`src/design/uartrb_pkg.sv`:
```
`timescale 1ns / 1ps
// ----------------------------------------------------------------------------
// uartrb_pkg
// shared types and constants of the serial port receive and transmit fifos
// ----------------------------------------------------------------------------
package uartrb_pkg;

    // default ring depth, one slot always stays empty
    localparam int FIFO_DEPTH_DEF = 64;

    // stream widths
    localparam int IN_DATA_W  = 16;
    localparam int IN_USER_W  = 3;
    localparam int OUT_DATA_W = 40;
    localparam int STAT_W     = 6;

    // request kinds carried on tuser
    typedef enum logic [IN_USER_W-1:0] {
        KIND_RX_BYTE    = 3'd0,
        KIND_TX_READY   = 3'd1,
        KIND_HOST_WRITE = 3'd2,
        KIND_HOST_READ  = 3'd3,
        KIND_HOST_PEEK  = 3'd4
    } t_kind;

    // controller states
    typedef enum logic [0:0] {
        ST_IDLE = 1'b0,
        ST_EXEC = 1'b1
    } t_state;

    // controller to datapath commands
    typedef struct packed {
        logic in_ready;
        logic capture;
        logic execute;
    } t_cmd;

    // datapath to controller status
    typedef struct packed {
        logic out_busy;
    } t_status;

endpackage

```
`src/design/uartrb_ram.sv`:
```
`timescale 1ns / 1ps
// ----------------------------------------------------------------------------
// uartrb_ram
// generic single write port, single read port ram with registered read
// ----------------------------------------------------------------------------
module uartrb_ram #(
    parameter int WIDTH = 8,
    parameter int DEPTH = 64
) (
    input  logic                     i_clk,
    input  logic                     i_wr_en,
    input  logic [$clog2(DEPTH)-1:0] i_wr_addr,
    input  logic [WIDTH-1:0]         i_wr_data,
    input  logic                     i_rd_en,
    input  logic [$clog2(DEPTH)-1:0] i_rd_addr,
    output logic [WIDTH-1:0]         o_rd_data
);

    logic [WIDTH-1:0] r_mem [DEPTH];
    logic [WIDTH-1:0] r_rd_data;

    // write port
    always_ff @(posedge i_clk) begin
        if (i_wr_en) begin
            r_mem[i_wr_addr] <= i_wr_data;
        end
    end

    // registered read port
    always_ff @(posedge i_clk) begin
        if (i_rd_en) begin
            r_rd_data <= r_mem[i_rd_addr];
        end
    end

    assign o_rd_data = r_rd_data;

endmodule

```
`src/design/uartrb_ctrl.sv`:
```
`timescale 1ns / 1ps
// ----------------------------------------------------------------------------
// uartrb_ctrl
// sequencer: takes a request, waits for the ram read, then executes it
// ----------------------------------------------------------------------------
module uartrb_ctrl (
    input  logic                i_clk,
    input  logic                i_rst_n,
    input  logic                i_in_valid,
    input  uartrb_pkg::t_status i_status,
    output uartrb_pkg::t_cmd    o_cmd
);
    import uartrb_pkg::*;

    t_state r_state;
    t_state n_state;

    // state register
    always_ff @(posedge i_clk) begin
        if (!i_rst_n) begin
            r_state <= ST_IDLE;
        end else begin
            r_state <= n_state;
        end
    end

    // next state and commands
    always_comb begin
        n_state        = r_state;
        o_cmd.in_ready = 1'b0;
        o_cmd.capture  = 1'b0;
        o_cmd.execute  = 1'b0;
        unique case (r_state)
            ST_IDLE: begin
                // no request is taken while reset is held
                o_cmd.in_ready = i_rst_n;
                if (i_rst_n && i_in_valid) begin
                    o_cmd.capture = 1'b1;
                    n_state       = ST_EXEC;
                end
            end
            ST_EXEC: begin
                // hold here while the result register is still occupied
                if (!i_status.out_busy) begin
                    o_cmd.execute = 1'b1;
                    n_state       = ST_IDLE;
                end
            end
            default: begin
                n_state = ST_IDLE;
            end
        endcase
    end

endmodule

```
`src/design/uartrb_dpath.sv`:
```
`timescale 1ns / 1ps
// ----------------------------------------------------------------------------
// uartrb_dpath
// ring indices, fifo stores, request decode and result register
// ----------------------------------------------------------------------------
module uartrb_dpath #(
    parameter int FIFO_DEPTH = uartrb_pkg::FIFO_DEPTH_DEF
) (
    input  logic                               i_clk,
    input  logic                               i_rst_n,
    input  uartrb_pkg::t_cmd                   i_cmd,
    output uartrb_pkg::t_status                o_status,
    input  logic [uartrb_pkg::IN_DATA_W-1:0]   i_s_tdata,
    input  logic [uartrb_pkg::IN_USER_W-1:0]   i_s_tuser,
    output logic                               o_m_tvalid,
    input  logic                               i_m_tready,
    output logic [uartrb_pkg::OUT_DATA_W-1:0]  o_m_tdata
);
    import uartrb_pkg::*;

    localparam int IW = $clog2(FIFO_DEPTH);
    localparam int SW = (IW + 1 > STAT_W) ? IW + 1 : STAT_W;
    localparam logic [IW-1:0] LAST_IDX = IW'(FIFO_DEPTH - 1);
    localparam logic [IW:0]   DEPTH_V  = (IW + 1)'(FIFO_DEPTH);

    // step a ring index, wrapping at the depth
    function automatic logic [IW-1:0] ring_next(input logic [IW-1:0] idx);
        ring_next = (idx == LAST_IDX) ? '0 : idx + 1'b1;
    endfunction

    // bytes held between two indices
    function automatic logic [IW-1:0] ring_used(input logic [IW-1:0] wr,
                                                input logic [IW-1:0] rd);
        logic [IW:0] diff;
        diff = {1'b0, wr} - {1'b0, rd};
        if (diff[IW]) begin
            diff = diff + DEPTH_V;
        end
        ring_used = diff[IW-1:0];
    endfunction

    // control state
    logic [IW-1:0] r_rx_wr, r_rx_rd, r_tx_wr, r_tx_rd;
    logic [IW-1:0] n_rx_wr, n_rx_rd, n_tx_wr, n_tx_rd;
    logic          r_tx_irq, n_tx_irq;
    logic          r_out_valid;

    // captured request and result payload
    t_kind                 r_kind;
    logic [7:0]            r_data;
    logic                  r_perr;
    logic                  r_treg;
    logic [OUT_DATA_W-1:0] r_out;
    logic [OUT_DATA_W-1:0] n_out;

    // ring neighbours
    logic [IW-1:0] rx_wr_nx, rx_rd_nx, tx_wr_nx, tx_rd_nx;
    assign rx_wr_nx = ring_next(r_rx_wr);
    assign rx_rd_nx = ring_next(r_rx_rd);
    assign tx_wr_nx = ring_next(r_tx_wr);
    assign tx_rd_nx = ring_next(r_tx_rd);

    // store ports
    logic       rx_we, tx_we;
    logic [7:0] rx_rdata, tx_rdata;

    uartrb_ram #(
        .WIDTH (8),
        .DEPTH (FIFO_DEPTH)
    ) u_rx_ram (
        .i_clk     (i_clk),
        .i_wr_en   (rx_we),
        .i_wr_addr (rx_wr_nx),
        .i_wr_data (r_data),
        .i_rd_en   (i_cmd.capture),
        .i_rd_addr (rx_rd_nx),
        .o_rd_data (rx_rdata)
    );

    uartrb_ram #(
        .WIDTH (8),
        .DEPTH (FIFO_DEPTH)
    ) u_tx_ram (
        .i_clk     (i_clk),
        .i_wr_en   (tx_we),
        .i_wr_addr (tx_wr_nx),
        .i_wr_data (r_data),
        .i_rd_en   (i_cmd.capture),
        .i_rd_addr (tx_rd_nx),
        .o_rd_data (tx_rdata)
    );

    // request decode
    logic          line_valid, read_valid, accepted, dropped;
    logic [7:0]    line_byte, read_byte;
    logic [IW-1:0] rx_used, tx_used, tx_free;
    logic [SW-1:0] rx_used_w, tx_free_w;

    always_comb begin
        n_rx_wr    = r_rx_wr;
        n_rx_rd    = r_rx_rd;
        n_tx_wr    = r_tx_wr;
        n_tx_rd    = r_tx_rd;
        n_tx_irq   = r_tx_irq;
        rx_we      = 1'b0;
        tx_we      = 1'b0;
        line_valid = 1'b0;
        line_byte  = 8'd0;
        read_valid = 1'b0;
        read_byte  = 8'd0;
        accepted   = 1'b0;
        dropped    = 1'b0;
        unique case (r_kind) inside
            KIND_RX_BYTE: begin
                if (r_perr || rx_wr_nx == r_rx_rd) begin
                    dropped = 1'b1;
                end else begin
                    rx_we   = i_cmd.execute;
                    n_rx_wr = rx_wr_nx;
                end
            end
            KIND_TX_READY: begin
                if (r_tx_wr != r_tx_rd) begin
                    n_tx_rd    = tx_rd_nx;
                    line_valid = 1'b1;
                    line_byte  = tx_rdata;
                end else begin
                    n_tx_irq = 1'b0;
                end
            end
            KIND_HOST_WRITE: begin
                if (r_tx_wr == r_tx_rd && r_treg) begin
                    // straight to the line
                    line_valid = 1'b1;
                    line_byte  = r_data;
                    accepted   = 1'b1;
                end else if (tx_wr_nx != r_tx_rd) begin
                    tx_we    = i_cmd.execute;
                    n_tx_wr  = tx_wr_nx;
                    n_tx_irq = 1'b1;
                    accepted = 1'b1;
                end
            end
            KIND_HOST_READ, KIND_HOST_PEEK: begin
                if (r_rx_wr != r_rx_rd) begin
                    read_valid = 1'b1;
                    read_byte  = rx_rdata;
                    if (r_kind == KIND_HOST_READ) begin
                        n_rx_rd = rx_rd_nx;
                    end
                end
            end
            default: begin
            end
        endcase
    end

    // status after this request
    assign rx_used   = ring_used(n_rx_wr, n_rx_rd);
    assign tx_used   = ring_used(n_tx_wr, n_tx_rd);
    assign tx_free   = LAST_IDX - tx_used;
    assign rx_used_w = SW'(rx_used);
    assign tx_free_w = SW'(tx_free);

    // result packing, highest field first
    assign n_out = {7'd0, dropped, accepted, n_tx_irq,
                    tx_free_w[STAT_W-1:0], rx_used_w[STAT_W-1:0],
                    read_byte, read_valid, line_byte, line_valid};

    // request capture
    always_ff @(posedge i_clk) begin
        if (i_cmd.capture) begin
            r_kind <= t_kind'(i_s_tuser);
            r_data <= i_s_tdata[7:0];
            r_perr <= i_s_tdata[8];
            r_treg <= i_s_tdata[9];
        end
    end

    // ring indices and interrupt enable
    always_ff @(posedge i_clk) begin
        if (!i_rst_n) begin
            r_rx_wr  <= '0;
            r_rx_rd  <= '0;
            r_tx_wr  <= '0;
            r_tx_rd  <= '0;
            r_tx_irq <= 1'b0;
        end else if (i_cmd.execute) begin
            r_rx_wr  <= n_rx_wr;
            r_rx_rd  <= n_rx_rd;
            r_tx_wr  <= n_tx_wr;
            r_tx_rd  <= n_tx_rd;
            r_tx_irq <= n_tx_irq;
        end
    end

    // result register valid
    always_ff @(posedge i_clk) begin
        if (!i_rst_n) begin
            r_out_valid <= 1'b0;
        end else if (i_cmd.execute) begin
            r_out_valid <= 1'b1;
        end else if (i_m_tready) begin
            r_out_valid <= 1'b0;
        end
    end

    // result register payload
    always_ff @(posedge i_clk) begin
        if (i_cmd.execute) begin
            r_out <= n_out;
        end
    end

    assign o_status.out_busy = r_out_valid & ~i_m_tready;
    assign o_m_tvalid        = r_out_valid;
    assign o_m_tdata         = r_out;

endmodule

```
`src/design/uart_rx_tx_ring_buffers.sv`:
```
`timescale 1ns / 1ps
// ----------------------------------------------------------------------------
// uart_rx_tx_ring_buffers
// receive and transmit byte fifos of an interrupt driven serial port
// ----------------------------------------------------------------------------
// Each request on the s_axis channel is one event: a byte received from the
// line, transmitter ready, or a host write, read or peek (kind on tuser).
// Every request gives exactly one result on m_axis: the byte handed to the
// transmitter, the byte read, the fifo levels, the transmit interrupt enable
// and the accept and drop flags.
// A request is taken and then executed once the registered read of the fifo
// store is back and the result register can accept it; the result is valid
// in the cycle after execution. A new request is taken only after the last
// one has executed, since each waits for that registered store read.
// The result register lets the next request be taken while a result still
// waits; if the receiver keeps m_axis_tready low, execution of that next
// request holds and s_axis_tready stays low until the result is taken.
// Reset empties both fifos and clears the interrupt enable; store contents
// are not cleared, as no slot is read before it is written.
// ----------------------------------------------------------------------------
module uart_rx_tx_ring_buffers #(
    parameter int FIFO_DEPTH = uartrb_pkg::FIFO_DEPTH_DEF
) (
    input  logic                               i_clk,
    input  logic                               i_rst_n,
    // request channel
    input  logic                               s_axis_tvalid,
    output logic                               s_axis_tready,
    // [7:0] data_byte, [8] parity_error, [9] tx_reg_empty, [15:10] zero
    input  logic [uartrb_pkg::IN_DATA_W-1:0]   s_axis_tdata,
    // [2:0] kind
    input  logic [uartrb_pkg::IN_USER_W-1:0]   s_axis_tuser,
    // result channel
    output logic                               m_axis_tvalid,
    input  logic                               m_axis_tready,
    // [0] line_valid, [8:1] line_byte, [9] read_valid, [17:10] read_byte,
    // [23:18] rx_count, [29:24] tx_free, [30] tx_irq_on,
    // [31] write_accepted, [32] rx_dropped, [39:33] zero
    output logic [uartrb_pkg::OUT_DATA_W-1:0]  m_axis_tdata
);
    import uartrb_pkg::*;

    t_cmd    cmd;
    t_status status;

    // sequencer
    uartrb_ctrl u_ctrl (
        .i_clk      (i_clk),
        .i_rst_n    (i_rst_n),
        .i_in_valid (s_axis_tvalid),
        .i_status   (status),
        .o_cmd      (cmd)
    );

    // fifos and result register
    uartrb_dpath #(
        .FIFO_DEPTH (FIFO_DEPTH)
    ) u_dpath (
        .i_clk      (i_clk),
        .i_rst_n    (i_rst_n),
        .i_cmd      (cmd),
        .o_status   (status),
        .i_s_tdata  (s_axis_tdata),
        .i_s_tuser  (s_axis_tuser),
        .o_m_tvalid (m_axis_tvalid),
        .i_m_tready (m_axis_tready),
        .o_m_tdata  (m_axis_tdata)
    );

    assign s_axis_tready = cmd.in_ready;

endmodule
```
`config.mk`:
```
export PLATFORM = sky130hd
export DESIGN_NAME = uart_rx_tx_ring_buffers
export DESIGN_NICKNAME = d
export VERILOG_FILES = /design/src/design/uartrb_pkg.sv /design/src/design/uartrb_ram.sv /design/src/design/uartrb_ctrl.sv /design/src/design/uartrb_dpath.sv /design/src/design/uart_rx_tx_ring_buffers.sv
export SDC_FILE = /design/constraint.sdc
export NUM_CORES = 1
export LEC_CHECK = 0
export BUFFER_PORTS_ARGS = -buffer_cell sky130_fd_sc_hd__buf_2
export CORE_ASPECT_RATIO = 1.25
export CORE_MARGIN = 2
export CORE_UTILIZATION = 60
export DETAILED_ROUTE_END_ITERATION = 16
export PLACE_DENSITY = 0.72
export SLEW_MARGIN = 10
export SYNTH_ARGS = -nofsm -noshare
export SYNTH_HDL_FRONTEND = slang
export SYNTH_HIERARCHICAL = 1
export SYNTH_SLANG_ARGS = --single-unit
```
`constraint.sdc`:
```
create_clock -name i_clk -period 10.7 [get_ports i_clk]
set_clock_uncertainty 0.2 [all_clocks]
set_input_delay 1.07 -clock i_clk [delete_from_list [all_inputs] [get_ports i_clk]]
set_output_delay 1.07 -clock i_clk [all_outputs]
set_load 0.02 [all_outputs]
```
==> results.yml, run 1 <==
synth:
  post_synth_top_area_share: 0.7279
  synth_edf_count: 1086
  postSynthRegisterBits: 1113
  ys.flop_type: "edfxtp_1"
  asyncSetResetFlopFracSynth: 0
  synth_area_mm2: 0.04480
  synth-seq-area-share: 0.7400
  synth_area_per_inst_um2: 19.45
  cell_type_with_the_highest_aggregate_area_in_the_netlist: "edfxtp_1"
  unique_masters_post_synth: 74
  leading_post_synthesis_cells_by_cell_area: "edfxtp_1 73%, mux4_2 13%, nor2_1 1.7%"
  synthesized_instance_count: 2303
  yosys_warnings: 6
grt:
  grtUsageTotal: 0.2514
  global_route.overflow_total: 0
  first_global_vias: 22523
  grt_first_pass_wirelength_um: 143400
  grt_antenna_before_repair: 0
  pin_count_of_the_biggest_net_entering_global_routing: 113
route:
  drtIter0Drc: 2055
  dr.pass1.iters: 6
  drt_wl_total_um: 95370
  number_of_vias_after_detailed_routing: 22157
  routed_via_density: 6.481
  wl_per_cell_um: 27.89
  route.detailed.drc: 0
  postRouteAntennaNets: 0
run:
  number_of_violations_of_the_max_capacitance_limit: 0
die:
  design.die.area_mm2: 0.07689
  floorplan.initialDensity: 0.6032
  floorplan.die.width_um: 248.4
  core_area_mm2: 0.07427
  core.rowCount: 112
  die-height_um: 309.5
  ios: 65
clock_tree:
  tritoncts: "built"
  cts_setup_buffers: 0
  clock_tree.root_cell: "clkbuf_16"
  clock_tree.buffer_depth: 3
  register_clock_pin_slew_on_the_reported_worst_setup_and_hold_paths_ns: 0.06
  clock_sink_count: 1113
  cts_hold_buffers: 0
  ctsHtreeMaxLevel: 3
  clkLatencyLatePin_ns: 0.65
  number_of_gates_given_a_new_drive_strength_after_cts: 0
  cts_made_buffers: 103
sta:
  period_minus_slack_ns: 5.236
  final_min_period_over_clock_period: 0.4894
  maxSlewHeadroom: 0.1662
  tightest_slew_ns: 1.242
  hold_viol: 0
  summed_negative_setup_slack_over_all_endpoints_ns: 0
  finalSetupViolations: 0
  max_clock_freq_mhz: 191.0
  rsz0062_at_grt: "no"
  drv_slew: 0
worst_setup_path:
  worstPathArrival_ns: 5.30
  crit_type: "flop to flop"
  worst_setup_path_start_kind: "flop"
  cp-end-kind: "flop"
  crit_fanout: 12
  required_ns: 10.77
hold_path:
  holdCritPathClass: "flop to flop"
pwr:
  power.share.combinational: 0.020
  p_clk_frac: 0.429
  vdd_ir_drop_max_mv: 0.2019
  seqPwrFrac: 0.552
  total_switching_power_mw: 1.663
  power.static_leakage_nw: 15.45
  power.internal_mw: 7.012
  power_switching_share: 0.1917
  power.density_mw_per_mm2: 175.6
place:
  routabilityCongestion: 0.8213
  post-dp-hpwl_um: 56550
  numPortBuffers: 51
cells_and_area:
  nets: 2401
  mostFrequentLayoutCell: "edfxtp_1"
  antenna-diode-count: 0
  mostFrequentLayoutCells: "1,086 x edfxtp_1, 252 x mux4_2, 197 x nor2_1"
  layout-drive-gt1-share: 0.2278
  final_util: 0.6650
  area_growth_pct: 10.24
  num-fill-cells: 4799
status:
  status: "complete, no violations"
[cell families (layout without fill, tap and decap cells)]
| logic type | after synthesis | in the layout | share of synthesized area |
|---|---|---|---|
| buffers and inverters | 153 | 294 | 0.01974 |
| AND/OR/NAND/NOR | 437 | 437 | 0.04524 |
| flip-flops | 1113 | 1113 | 0.7400 |
| XOR/XNOR | 51 | 51 | 0.009970 |
| other | 1 | 7 | 0.00008370 |
| multiplexers | 347 | 347 | 0.1487 |
| adder cells (fa/ha/maj) | 16 | 16 | 0.004804 |
| AO/OA/AOI/OAI | 185 | 185 | 0.03145 |
[cell usage after synthesis (18+ instances only)]
| cell | count |
|---|---|
| nor3_1 | 18 |
| clkbuf_1 | 48 |
| mux2_2 | 30 |
| o22ai_1 | 18 |
| a21oi_1 | 23 |
| mux4_2 | 252 |
| nand2_1 | 67 |
| xnor2_1 | 26 |
| xor2_1 | 25 |
| dfxtp_1 | 27 |
| buf_4 | 36 |
| nor2b_1 | 33 |
| buf_2 | 34 |
| mux2i_1 | 65 |
| nor2_1 | 201 |
| edfxtp_1 | 1086 |
| nand3_1 | 44 |
[per-layer routing]
layer / track usage / wire length [um]
met5: 0 / 0
met1: 0.3303 / 35420
met2: 0.4331 / 49710
met3: 0.03239 / 6520
met4: 0.1010 / 3723
[power groups by stage]
stage	combinational [mW]	sequential, mW	clock (mW)
after floorplan	0.0850	4.90	0
after global placement	0.168	4.88	0
after detailed placement	0.174	4.88	0
after CTS	0.174	4.78	3.78
after global routing	0.184	4.78	3.95
final	0.172	4.78	3.72
[worst paths after layout]
check	slack (ns)	depth (start not counted)	end	from
max	5.46	11	u_dpath/u_tx_ram/r_mem[62][0]	u_dpath/r_tx_wr[0]
min	0.29	2	u_dpath/r_tx_irq	u_dpath/r_tx_irq
max reg2reg	5.46	11	u_dpath/u_tx_ram/r_mem[62][0]	u_dpath/r_tx_wr[0]
min reg2reg	0.29	2	u_dpath/r_tx_irq	u_dpath/r_tx_irq
[layout make-up]
class	count	area, um2	area share
Timing Repair Buffer	87	558.0	0.01130
Tap cell	969	1212	0.02455
Sequential cell	1113	33150	0.6712
Clock buffer	134	2840	0.05751
Multi-Input combinational cell	1043	10940	0.2215
Clock inverter	59	636.9	0.01289
Inverter	14	52.55	0.001064
[sequential cells by signal, summed over array words and instances (netlist names)]
signal	cells
u_dpath/r_data	8
u_dpath/r_tx_rd	6
u_dpath/r_tx_irq	1
u_dpath/r_kind	3
u_ctrl/r_state	1
u_dpath/r_treg	1
u_dpath/r_tx_wr	6
u_dpath/r_rx_rd	6
u_dpath/r_rx_wr	6
u_dpath/u_rx_ram/r_mem	512
u_dpath/r_perr	1
u_dpath/o_m_tvalid	1
u_dpath/o_m_tdata	33
u_dpath/u_tx_ram/r_mem	512
u_dpath/u_tx_ram/o_rd_data	8
u_dpath/u_rx_ram/o_rd_data	8
[metrics by stage]
| step | std cells | hold slack [ns] | setup slack, ns | cell area [um2] | power (mW) |
|---|---|---|---|---|---|
| after floorplan | 2309 | 0.2547 | 5.817 | 44820 | 4.989 |
| after detailed placement | 3225 | 0.2845 | 5.656 | 45880 | 5.052 |
| after CTS | 3418 | 0.2935 | 5.638 | 49360 | 8.736 |
| after global routing | 3419 | 0.3288 | 5.290 | 49390 | 8.914 |
| after global placement | 3225 | 0.2744 | 5.794 | 45880 | 5.044 |
| final | 3419 | 0.2941 | 5.464 | 49390 | 8.675 |
[worst max-delay path, stage by stage, from the launching register on]
cell and delay [ns]:
dfxtp_1 0.40, ha_1 0.37, and3_1 0.27, a31oi_2 0.55
mux2i_1 0.38, a2111oi_4 0.10, nor2_2 0.38, nand2_2 0.12
inv_2 0.26, nor2b_1 0.29, nand3_1 0.57, nor2_1 0.94
(Power assumes the default switching activity.)
==> inputs of run 2 (changes only) <==
--- a/config.mk
+++ b/config.mk
@@ -8,7 +8,7 @@
 export BUFFER_PORTS_ARGS = -buffer_cell sky130_fd_sc_hd__buf_2
 export CORE_ASPECT_RATIO = 1.25
 export CORE_MARGIN = 2
-export CORE_UTILIZATION = 60
+export CORE_UTILIZATION = 57
 export DETAILED_ROUTE_END_ITERATION = 16
 export PLACE_DENSITY = 0.72
 export SLEW_MARGIN = 10
==> constraint.sdc (replaced) <==
create_clock -name i_clk -period 4.8 [get_ports i_clk]
set_clock_uncertainty 0.2 [all_clocks]
set_input_delay 0.48 -clock i_clk [delete_from_list [all_inputs] [get_ports i_clk]]
set_output_delay 0.48 -clock i_clk [all_outputs]
set_load 0.02 [all_outputs]
==> results.yml, run 2 (synthesis results as in run 1) <==
sta:
  max_clock_freq_mhz: 223.5
  period_minus_slack_ns: 4.473
  summed_negative_setup_slack_over_all_endpoints_ns: 0
  finalSetupViolations: 0
  rsz0062_at_grt: "no"
  tightest_slew_ns: 1.144
  drv_slew: 0
  maxSlewHeadroom: 0.2376
  hold_viol: 0
  final_min_period_over_clock_period: 0.9320
cells_and_area:
  mostFrequentLayoutCells: "1,086 x edfxtp_1, 252 x mux4_2, 197 x nor2_1"
  nets: 2558
  area_growth_pct: 13.00
  final_util: 0.6525
  final-seq-area_mm2: 0.03315
  mostFrequentLayoutCell: "edfxtp_1"
  antenna-diode-count: 0
  num-fill-cells: 5123
  layout-drive-gt1-share: 0.2684
  multiInputGateArea_mm2: 0.01093
worst_setup_path:
  crit_chain: "ha_1 > nand3_1 > o21ai_0 > a2bb2oi_1 > a2111oi_4 > nor2_2 > buf_4 > nand2_2 > inv_2 > nor2b_1 > nand2_1 > nor2_1"
  worst_setup_path_start_kind: "flop"
  required_ns: 4.89
  cp_slowest_cell: "nor2_1"
  worstPathArrival_ns: 4.56
  worst_path_largest_cell_delay_ns: 0.67
  cp-end-kind: "flop"
  crit_fanout: 12
  crit_type: "flop to flop"
route:
  wl_per_cell_um: 26.87
  routed_via_density: 6.258
  route.detailed.drc: 0
  drt_wl_total_um: 97960
  postRouteAntennaNets: 0
  drtIter0Drc: 2244
  dr.pass1.iters: 6
  number_of_vias_after_detailed_routing: 22810
clock_tree:
  tritoncts: "built"
  number_of_gates_given_a_new_drive_strength_after_cts: 0
  clock_tree.root_cell: "clkbuf_16"
  clock_tree.buffer_depth: 3
  register_clock_pin_slew_on_the_reported_worst_setup_and_hold_paths_ns: 0.06
  clock_sink_count: 1113
  cts_made_buffers: 102
  clkLatencyLatePin_ns: 0.67
  ctsHtreeMaxLevel: 3
status:
  status: "complete, no violations"
die:
  core.rowCount: 114
  design.die.area_mm2: 0.08087
  die-height_um: 317.5
  core_area_mm2: 0.07759
  floorplan.die.width_um: 254.8
  floorplan.initialDensity: 0.5774
  ios: 65
place:
  routabilityCongestion: 0.9428
  post-dp-hpwl_um: 60120
  numPortBuffers: 51
pwr:
  vdd_ir_drop_max_mv: 0.3697
  power.internal_mw: 15.32
  power_switching_share: 0.1963
  total_switching_power_mw: 3.742
  power.static_leakage_nw: 16.22
  seqPwrFrac: 0.559
  power.density_mw_per_mm2: 376.5
  p_clk_frac: 0.419
  power.share.combinational: 0.021
grt:
  grt_antenna_before_repair: 0
  grt_first_pass_wirelength_um: 146800
  global_route.overflow_total: 0
  pin_count_of_the_biggest_net_entering_global_routing: 130
  first_global_vias: 23321
  grtUsageTotal: 0.2463
run:
  number_of_violations_of_the_max_capacitance_limit: 0
hold_path:
  holdCritPathClass: "flop to flop"
-- run 2: power by group through the flow --
| stage | clock network (mW) | logic [mW] | registers, mW |
|---|---|---|---|
| 4_1_cts | 8.13 | 0.412 | 10.7 |
| 3_5_place_dp | 0 | 0.401 | 10.9 |
| 2_1_floorplan | 0 | 0.189 | 10.9 |
| 5_1_grt | 8.50 | 0.436 | 10.7 |
| 3_3_place_gp | 0 | 0.386 | 10.9 |
| 6_report | 7.99 | 0.408 | 10.7 |
-- run 2: layout make-up --
type / instances / share of cell area
Multi-Input combinational cell: 1043 / 0.2158
Inverter: 14 / 0.001038
Clock inverter: 64 / 0.01144
Tap cell: 1044 / 0.02580
Timing Repair Buffer: 245 / 0.03707
Clock buffer: 122 / 0.05400
Sequential cell: 1113 / 0.6548
-- run 2: worst max-delay path: cells and delay by family (launching register included) --
kind            cells  cell delay, ns
buf+inv             2            0.40
flops               1            0.51
simple gates        6            1.91
fa+ha+maj           1            0.43
compound gates      3            0.65
-- run 2: repair_timing --
action | 4_1_cts | 5_1_grt
endpoints found under the setup margin | 0 | 0
hold endpoints to repair | 19 | 0
hold buffers | 16 | 0
setup buffers | 0 | 0
-- run 2: final timing paths --
kind	depth (start not counted)	end	slack (ns)	start
setup reg to reg	12	u_dpath/u_tx_ram/r_mem[60][3]	0.33	u_dpath/r_tx_wr[0]
hold reg to reg	2	u_dpath/r_tx_irq	0.31	u_dpath/r_tx_irq
hold / removal	2	u_dpath/r_tx_irq	0.31	u_dpath/r_tx_irq
setup / recovery	12	u_dpath/u_tx_ram/r_mem[60][3]	0.33	u_dpath/r_tx_wr[0]
-- run 2: metal layers --
metal	routed length [um]	vias up	global-route usage
met2	51410	898	0.4223
met5	0	-	0
met1	37300	11952	0.3235
li1	-	9775	-
met3	5962	185	0.03427
met4	3289	0	0.08954
-- run 2: through the flow --
step	hold slack, ns	setup slack [ns]	total power [mW]	instance area, um2	std cells
detailed placement	0.2979	0.4389	11.27	47150	3443
global route	0.3364	0.03611	19.60	50630	3645
global placement	0.2716	0.5230	11.26	47150	3443
CTS	0.3038	0.3941	19.21	50630	3645
finish	0.3139	0.3266	19.06	50630	3645
floorplan	0.2547	0.5073	11.12	44820	2309
